File: src/rtl/core/event_interest_table_core_macros.svh
// Assertion macros used by the event interest table core.
`ifndef EVENT_INTEREST_TABLE_CORE_MACROS_SVH
`define EVENT_INTEREST_TABLE_CORE_MACROS_SVH

// Condition that must hold at every clock edge out of reset.
`define EIT_ASSERT(label, cond, msg) \
    label: assert property (@(posedge i_clk) disable iff (!i_rst_n) (cond)) \
        else $error(msg);

// Consequence that must hold in the cycle after the antecedent.
`define EIT_ASSERT_NEXT(label, ante, cons, msg) \
    label: assert property (@(posedge i_clk) disable iff (!i_rst_n) (ante) |=> (cons)) \
        else $error(msg);

`endif

File: src/rtl/core/eit_pkg.sv
// Types, codes and constants of the event interest table.
package eit_pkg;

    localparam int SLOTS_DEF     = 64;
    localparam int DESC_BITS_DEF = 12;

    localparam int DESC_W   = 12;
    localparam int MASK_W   = 32;
    localparam int COOKIE_W = 64;
    localparam int STATUS_W = 3;
    localparam int LIVE_W   = 7;

    localparam logic [MASK_W-1:0] EV_IN  = 32'h0000_0001;
    localparam logic [MASK_W-1:0] EV_OUT = 32'h0000_0004;
    localparam logic [MASK_W-1:0] EV_ERR = 32'h0000_0008;
    localparam logic [MASK_W-1:0] EV_HUP = 32'h0000_0010;
    localparam int EV_ONESHOT_BIT = 30;
    localparam int EV_EDGE_BIT    = 31;

    typedef enum logic [1:0] {
        OP_ADD    = 2'd0,
        OP_MOD    = 2'd1,
        OP_DEL    = 2'd2,
        OP_REPORT = 2'd3
    } t_op;

    typedef enum logic [STATUS_W-1:0] {
        STAT_OK      = 3'd0,
        STAT_INVALID = 3'd1,
        STAT_ABSENT  = 3'd2,
        STAT_EXISTS  = 3'd3,
        STAT_FULL    = 3'd4
    } t_status;

    typedef enum logic [2:0] {
        ST_CLEAR,
        ST_IDLE,
        ST_SCAN,
        ST_FETCH,
        ST_EXEC
    } t_state;

    typedef struct packed {
        logic [1:0]          op;
        logic [DESC_W-1:0]   descriptor;
        logic [MASK_W-1:0]   interest_mask;
        logic [COOKIE_W-1:0] cookie;
        logic [MASK_W-1:0]   readiness;
    } t_in_item;

    typedef struct packed {
        logic [STATUS_W-1:0] status;
        logic                reported;
        logic [MASK_W-1:0]   reported_events;
        logic [COOKIE_W-1:0] reported_cookie;
        logic [LIVE_W-1:0]   live_count;
    } t_out_item;

    // Decision of the operation evaluator: result fields plus table updates.
    typedef struct packed {
        t_status             status;
        logic                reported;
        logic [MASK_W-1:0]   events;
        logic [COOKIE_W-1:0] cookie;
        logic                take_slot;
        logic                refresh;
        logic                drop;
        logic                disarm;
        logic [MASK_W-1:0]   new_interest;
    } t_verdict;

endpackage

File: src/rtl/core/eit_eval.sv
// Operation evaluator: status, report fields and table update decisions.
module eit_eval import eit_pkg::*; (
    input  t_in_item            i_item,
    input  logic                i_hit,
    input  logic                i_free,
    input  logic [MASK_W-1:0]   i_interest,
    input  logic [COOKIE_W-1:0] i_cookie,
    output t_verdict            o_verdict
);

    logic              edge_req;
    logic [MASK_W-1:0] masked;

    assign edge_req = i_item.interest_mask[EV_EDGE_BIT];
    assign masked   = i_item.readiness & (i_interest | EV_ERR | EV_HUP);

    always_comb begin
        o_verdict              = '0;
        o_verdict.status       = STAT_OK;
        o_verdict.new_interest = i_interest & ~(EV_IN | EV_OUT);
        case (i_item.op)
            OP_ADD: begin
                if (edge_req) begin
                    o_verdict.status = STAT_INVALID;
                end else if (i_hit) begin
                    o_verdict.status = STAT_EXISTS;
                end else if (!i_free) begin
                    o_verdict.status = STAT_FULL;
                end else begin
                    o_verdict.take_slot = 1'b1;
                end
            end
            OP_MOD: begin
                if (edge_req) begin
                    o_verdict.status = STAT_INVALID;
                end else if (!i_hit) begin
                    o_verdict.status = STAT_ABSENT;
                end else begin
                    o_verdict.refresh = 1'b1;
                end
            end
            OP_DEL: begin
                if (!i_hit) begin
                    o_verdict.status = STAT_ABSENT;
                end else begin
                    o_verdict.drop = 1'b1;
                end
            end
            OP_REPORT: begin
                if (!i_hit) begin
                    o_verdict.status = STAT_ABSENT;
                end else if (masked != '0) begin
                    o_verdict.reported = 1'b1;
                    o_verdict.events   = masked;
                    o_verdict.cookie   = i_cookie;
                    o_verdict.disarm   = i_interest[EV_ONESHOT_BIT];
                end
            end
            default: begin
                o_verdict.status = STAT_OK;
            end
        endcase
    end

endmodule

File: config.mk
export PLATFORM = sky130hd
export DESIGN_NAME = eit_eval
export DESIGN_NICKNAME = d
export VERILOG_FILES = /design/src/rtl/core/event_interest_table_core_macros.svh /design/src/rtl/core/eit_pkg.sv /design/src/rtl/core/eit_eval.sv
export SDC_FILE = /design/constraint.sdc
export NUM_CORES = 1
export LEC_CHECK = 0
export CAP_MARGIN = 10
export CORE_AREA = 2 2 148 150
export DETAILED_ROUTE_END_ITERATION = 8
export DIE_AREA = 0 0 150 152
export DONT_BUFFER_PORTS = 1
export PLACE_DENSITY_LB_ADDON = 0.08
export SLEW_MARGIN = 25
export SYNTH_ARGS = -nofsm -noshare
export SYNTH_HDL_FRONTEND = slang
export SYNTH_SLANG_ARGS = --single-unit
File: constraint.sdc
create_clock -name vclk -period 1.4
set_clock_uncertainty 0.1 [all_clocks]
set_input_delay 0.14 -clock vclk [all_inputs]
set_output_delay 0.14 -clock vclk [all_outputs]
set_load 0.1 [all_outputs]
==> impl_metrics.tcl, run 1 <==
set metrics [dict create \
    run_status "complete, but fails checks" \
    violations "setup timing" \
    power_switching_uw 832 \
    cp.required_ns 1.16 \
    timing.final.ws_setup_ns -0.432 \
    synth_top_family_by_area "simple AND/OR/NAND/NOR gates" \
    synth_xor_area_frac 0 \
    p_total_uw 1240 \
    initial_core_util 0.0628 \
    p_per_area_mw_per_mm2 272 \
    final_util 0.214 \
    die_area_mm2 0.0228 \
    muxShareOfSynthArea 0.00747 \
    power_frac_clock 0 \
    path_class "in2out" \
    vias_per_cell 3.48 \
    synth-adder-area-share 0 \
    grt_pass1_vias 2461 \
    path_max_fanout 23 \
    final-hold-violation-count 0 \
    fill_cells 2386 \
    grt_usage 0.0951 \
    hold_buffers 0 \
    critPathArrivalTime_ns 1.59 \
    antenna_found_initial 1 \
    netlist_instances 273 \
    dr.pass1.iters 4 \
    regArea_um2 0 \
    p_int_uw 412 \
    p_seq_frac 0 \
    core_mm2 0.0214 \
    wirelength_um 11600 \
    leakagePower_uw 0.00160 \
    grt_pass1_wl_um 16800 \
    portBuffers 0 \
    seq_cell_count 0 \
    yosysWarnings 0 \
    ios 376 \
    dpl.hpwl_um 10500 \
    postRouteAntennaNets 0 \
    die_y_um 152 \
    place_congestion 0.693 \
    grt_overflow 0 \
    vias 2273 \
    drive_gt1_frac 0.736 \
    syn_area_per_cell_um2 4.91 \
    dieWidth_um 150 \
    max_freq_mhz 546 \
    synth_cell_types 20 \
    nClkBuffers 0 \
    p_comb_frac 1.000 \
    synth_compound_area_frac 0.268 \
    layout.nets 613 \
    drt-initial-drc-count 49 \
    rows 54 \
    ys_seq_area_frac 0 \
    finalCritPeriodShare 1.31 \
    grt_max_degree 27 \
    layout_commonest_cell "buf_12" \
    worst_slew_pin_slew_ns 0.712 \
    slew_headroom 0.524 \
    start_kind "primary input" \
    setup_viol_count_final 66 \
    synthToLayoutAreaGrowth_pct 241 \
    multiInputGateArea_mm2 0.00163 \
    drv_cap 0 \
    final_cell_mix "buf_12, nand2_1, a21oi_2" \
    switching_share 0.669 \
    endpoint_kind "primary output" \
    avgRoutedWirePerCell_um 17.8 \
    netlist_area_mm2 0.00134 \
    synth-simple-area-share 0.442 \
    drc 0 \
    peakVddDrop_mv 0.123 \
    drv_slew 0 \
    rsz0062_at_grt "true" \
    fin_crit_ns 1.83 \
    hold_class "in2out" \
]
## cells in the mapped netlist, drive strengths merged
cell type | n | area share
a21oi | 67 | 0.25
a222oi | 1 | 0.0075
a22oi | 1 | 0.0056
and2 | 2 | 0.0093
and3 | 6 | 0.028
buf | 51 | 0.26
clkbuf | 5 | 0.014
conb | 1 | 0.0028
inv | 3 | 0.0084
mux2i | 1 | 0.0075
nand2 | 91 | 0.25
nand3 | 1 | 0.0037
nand4 | 7 | 0.033
nor2 | 31 | 0.087
nor3 | 2 | 0.011
nor4 | 1 | 0.0093
o22ai | 1 | 0.0047
or4 | 1 | 0.0056
## area by class of cell
| class | count | share of cell area |
|---|---|---|
| well taps | 280 | 0.0766 |
| repair buffers | 153 | 0.564 |
| multi-input cells | 215 | 0.356 |
| diodes | 2 | 0.00109 |
| inverters | 3 | 0.00246 |
## path summary, 6_finish.rpt
| path | startpoint | end | depth (start not counted) |
|---|---|---|---|
| max | i_item[14] | o_verdict[88] | 7 |
| min | i_interest[27] | o_verdict[27] | 0 |
## power groups by stage
| stage | sequential, µW | combinational (µW) | clock [µW] |
|---|---|---|---|
| 6_report | 0 | 1240 | 0.000196 |
| 5_1_grt | 0 | 1290 | 0 |
| 4_1_cts | 0 | 1260 | 0 |
| 3_5_place_dp | 0 | 1250 | 0 |
| 3_3_place_gp | 0 | 1250 | 0 |
| 2_1_floorplan | 0 | 1200 | 0 |
## metrics by stage
stage	setup slack [ns]	hold WS [ns]	instances	cell area, µm²	setup TNS (ns)
2_1_floorplan	-1.03	0.282	274	1880	-59.84
3_3_place_gp	-0.459	0.181	646	4450	-27.63
3_5_place_dp	-0.442	0.181	646	4450	-26.70
4_1_cts	-0.448	0.181	648	4510	-27.50
5_1_grt	-0.510	0.180	651	4570	-31.28
6_report	-0.432	0.180	653	4570	-25.50
## per-layer routing
metal	global-route usage	wire (µm)	up-vias
met1	0.120	4590	1030
met3	0.0511	1900	2
met5	0	0	-
met4	0.00135	16	0
met2	0.152	5100	174
li1	-	-	1067
## logic make-up (layout without fill, tap and decap cells)
family / after synthesis / count (layout)
muxes: 1 / 1
AOI/OAI and AO/OA: 70 / 70
other: 1 / 4
and+or+nand+nor: 142 / 142
buffers and inverters: 59 / 156
## repair_timing
| action | CTS | global route |
|---|---|---|
| pin swaps | 4 | 5 |
| endpoints found under the setup margin | 66 | 66 |
| buffers inserted | 1 | 3 |
| gates cloned | 1 | 0 |
| resized for setup | 6 | 5 |
## worst max-delay path: stages
cell and delay (ns):
a222oi_1 0.33, nand4_1 0.23, nor3_4 0.22, buf_12 0.17
buf_16 0.20, a21oi_2 0.11, buf_12 0.17
Power figures use the tool's default switching activity.
==> run 2, diff against run 1 <==
Clock period 1.4 ns to 2 ns, I/O delays scaled along.
==> impl_metrics.tcl, run 2 (same netlist as run 1, synthesis figures left out) <==
set metrics [dict create \
    hold_class "in2out" \
    drt-initial-drc-count 46 \
    finalCritPeriodShare 1.01 \
    nClkBuffers 0 \
    final-hold-violation-count 0 \
    p_total_uw 698 \
    layout_commonest_cell "nand2_1" \
    dpl.hpwl_um 7640 \
    vias_per_cell 3.38 \
    start_kind "primary input" \
    drc 0 \
    run_status "complete, but fails checks" \
    dieWidth_um 150 \
    p_per_area_mw_per_mm2 208 \
    core_mm2 0.0214 \
    endpoint_kind "primary output" \
    synthToLayoutAreaGrowth_pct 150 \
    place_congestion 0.688 \
    cp_cell_sequence "a222oi_1 > buf_4 > nand4_1 > nor3_4 > buf_12 > buf_12 > a21oi_2 > buf_12" \
    slew_headroom 0.493 \
    postRouteAntennaNets 0 \
    cp_common_cell "buf_12" \
    wirelength_um 8700 \
    die_y_um 152 \
    critPathArrivalTime_ns 1.72 \
    path_max_fanout 12 \
    grt_usage 0.0672 \
    final_cell_mix "nand2_1, a21oi_4, buf_12" \
    grt_pass1_vias 1912 \
    fin_crit_ns 2.02 \
    hold_buffers 0 \
    drv_slew 0 \
    portBuffers 0 \
    setup_viol_count_final 1 \
    grt_max_degree 50 \
    grt_pass1_wl_um 11800 \
    cp_num_buf_inv 4 \
    violations "setup timing" \
    slowest_delay_ns 0.32 \
    peakVddDrop_mv 0.0683 \
    drv_cap 0 \
    antennaDiodeCount 0 \
    layout.nets 531 \
    regArea_um2 0 \
    path_class "in2out" \
    leakagePower_uw 0.00102 \
    final_cells 569 \
    ios 376 \
    initial_core_util 0.0628 \
    dr.pass1.iters 4 \
    antenna_found_initial 0 \
    rsz0062_at_grt "true" \
    cp_slowest_cell "a222oi_1" \
    timing.final.ws_setup_ns -0.0176 \
    avgRoutedWirePerCell_um 15.3 \
    rows 54 \
    cp.required_ns 1.70 \
    seq_cell_count 0 \
    max_freq_mhz 496 \
    vias 1926 \
    worst_slew_pin_slew_ns 0.758 \
    die_area_mm2 0.0228 \
    crit_family "buffers and inverters" \
    drive_gt1_frac 0.609 \
    dp_cells 567 \
    grt_overflow 0 \
]
[run 2: worst paths after layout]
kind	startpoint	end	slack, ns	cells after the start
max	i_item[14]	o_verdict[99]	-0.02	8
min	i_interest[29]	o_verdict[29]	0.30	0
[run 2: metal layers]
layer / track usage / vias to the layer above / share of wire
met4: 0.00719 / 0 / 0.013
met5: 0 / - / 0
met1: 0.0763 / 853 / 0.36
met3: 0.0126 / 8 / 0.12
met2: 0.132 / 167 / 0.52
li1: - / 898 / -
[run 2: where the power goes]
| group | internal (µW) | leakage [µW] | switching, µW |
|---|---|---|---|
| registers | 0 | 0 | 0 |
| logic | 149 | 0.00102 | 549 |
| clock network | 0 | 0 | 0 |
[run 2: through the flow]
step                      hold WS, ns  utilization  cell area (µm²)  setup TNS, ns  worst slack, ns
after detailed placement        0.301        0.156             3330          -4.36           -0.118
after floorplan                 0.476            -             2090          -8.97           -0.377
after global routing            0.300        0.157             3350          -9.44           -0.199
after CTS                       0.301        0.157             3350          -3.91           -0.114
final                           0.300        0.157             3350        -0.0176          -0.0176
after global placement          0.301        0.156             3330          -3.69           -0.101
[run 2: timing repair]
item / CTS / global route
setup endpoints to repair: 65 / 66
hold endpoints to repair: 0 / 0
gates cloned: 0 / 0
pin swaps: 31 / 16
resized for setup: 1 / 0
buffers inserted: 2 / 0
[run 2: cell type report]
type / count / area, µm²
repair buffers: 71 / 1180
fillers: 2435 / 18000
well taps: 280 / 350
inverters: 3 / 11.3
multi-input cells: 215 / 1810
==> run 3, diff against run 2 <==
Settings changed: CAP_MARGIN 10 to 15, RECOVER_POWER set to 50.
Clock period 2 ns to 1.7 ns, I/O delays scaled along.
==> impl_metrics.tcl, run 3 (same netlist as run 1, synthesis figures left out) <==
set metrics [dict create \
    run_status "complete, but fails checks" \
    violations "setup timing" \
    die_area_mm2 0.0228 \
    drv_slew 0 \
    core_mm2 0.0214 \
    grt_max_degree 47 \
    slew_headroom 0.520 \
    path_class "in2out" \
    antennaDiodeCount 0 \
    start_kind "primary input" \
    synthToLayoutAreaGrowth_pct 177 \
    setup_viol_count_final 66 \
    p_per_area_mw_per_mm2 233 \
    timing.final.ws_setup_ns -0.223 \
    cp.required_ns 1.43 \
    dieWidth_um 150 \
    critPathArrivalTime_ns 1.65 \
    cp_slowest_cell "a222oi_1" \
    path_max_fanout 8 \
    stdcell_area_mm2 0.00372 \
    max_freq_mhz 520 \
    cp_cell_sequence "a222oi_1 > nand4_1 > nor3_4 > buf_6 > buf_12 > a21oi_4 > buf_12" \
    final_cells 600 \
    rows 54 \
    nClkBuffers 0 \
    initial_core_util 0.0628 \
    dr.pass1.iters 4 \
    endpoint_kind "primary output" \
    grt_pass1_vias 2045 \
    regArea_um2 0 \
    hold_class "in2out" \
    grt_pass1_wl_um 12100 \
    die_y_um 152 \
    wirelength_um 8690 \
    seq_cell_count 0 \
    drc 0 \
    drv_cap 0 \
    place_congestion 0.690 \
    vias_per_cell 3.41 \
    vias 2047 \
    worst_slew_pin_slew_ns 0.719 \
    drive_gt1_frac 0.647 \
    grt_overflow 0 \
    drt-initial-drc-count 40 \
    final-hold-violation-count 0 \
    portBuffers 0 \
    fin_crit_ns 1.92 \
    layout_commonest_cell "nand2_1" \
    finalCritPeriodShare 1.13 \
    rsz0062_at_grt "true" \
    final_cell_mix "nand2_1, a21oi_4, buf_12" \
    avgRoutedWirePerCell_um 14.5 \
    peakVddDrop_mv 0.0733 \
    slowest_delay_ns 0.39 \
    grt_usage 0.0672 \
    postRouteAntennaNets 0 \
    fin_setup_tns_ns -12.28 \
    layout.nets 562 \
    antenna_found_initial 0 \
    dpl.hpwl_um 7710 \
    leakagePower_uw 0.00119 \
    dpl_cell_area_mm2 0.00363 \
    cp_common_cell "buf_12" \
    dp_cells 597 \
    ios 376 \
]
-- run 3: cell types whose count changed in the layout (fill, tap and decap cells not counted) --
cell | before | now
buf_8 | 0 | 2
buf_6 | 0 | 2
buf_4 | 20 | 35
clkbuf_16 | 0 | 2
nor2_2 | 28 | 27
clkbuf_2 | 0 | 4
nor2_4 | 1 | 2
a21oi_2 | 3 | 2
a21oi_4 | 63 | 64
buf_12 | 50 | 56
-- run 3: critical path, delay by kind of cell --
family | cells | cell delay, ns
buf+inv | 3 | 0.50
simple gates | 2 | 0.50
compound gates | 2 | 0.46
-- run 3: routing by layer --
layer | vias up | track usage | part of all wire
li1 | 958 | - | -
met1 | 916 | 0.0752 | 0.36
met2 | 167 | 0.131 | 0.52
met3 | 6 | 0.0156 | 0.11
met4 | 0 | 0.00629 | 0.011
met5 | - | 0 | 0
-- run 3: final timing paths --
path,slack (ns),depth (start not counted),startpoint,end
setup / recovery,-0.22,7,i_item[14],o_verdict[46]
hold / removal,0.24,0,i_interest[21],o_verdict[21]
-- run 3: area by class of cell --
class / count / area, µm²
Tap cell: 280 / 350
Inverter: 3 / 11.3
Multi-Input combinational cell: 215 / 1820
Timing Repair Buffer: 102 / 1530
Fill cell: 2409 / 17600
-- run 3: repair_timing --
item,CTS,global route
cloned,0,2
hold buffers,0,0
endpoints found under the setup margin,66,66
pin swaps,36,10
gates resized for setup,6,1
buffers inserted,1,0
-- run 3: where the power goes --
group	switching, µW	internal [µW]
Sequential	0	0
Clock	0	0
Combinational	656	211
-- run 3: through the flow --
stage	setup WS, ns	util	hold WS (ns)	power [µW]
final	-0.223	0.174	0.240	867
after detailed placement	-0.372	0.170	0.241	875
after global routing	-0.369	0.174	0.240	901
after global placement	-0.347	0.170	0.241	877
after floorplan	-0.617	-	0.416	995
after CTS	-0.321	0.172	0.241	880
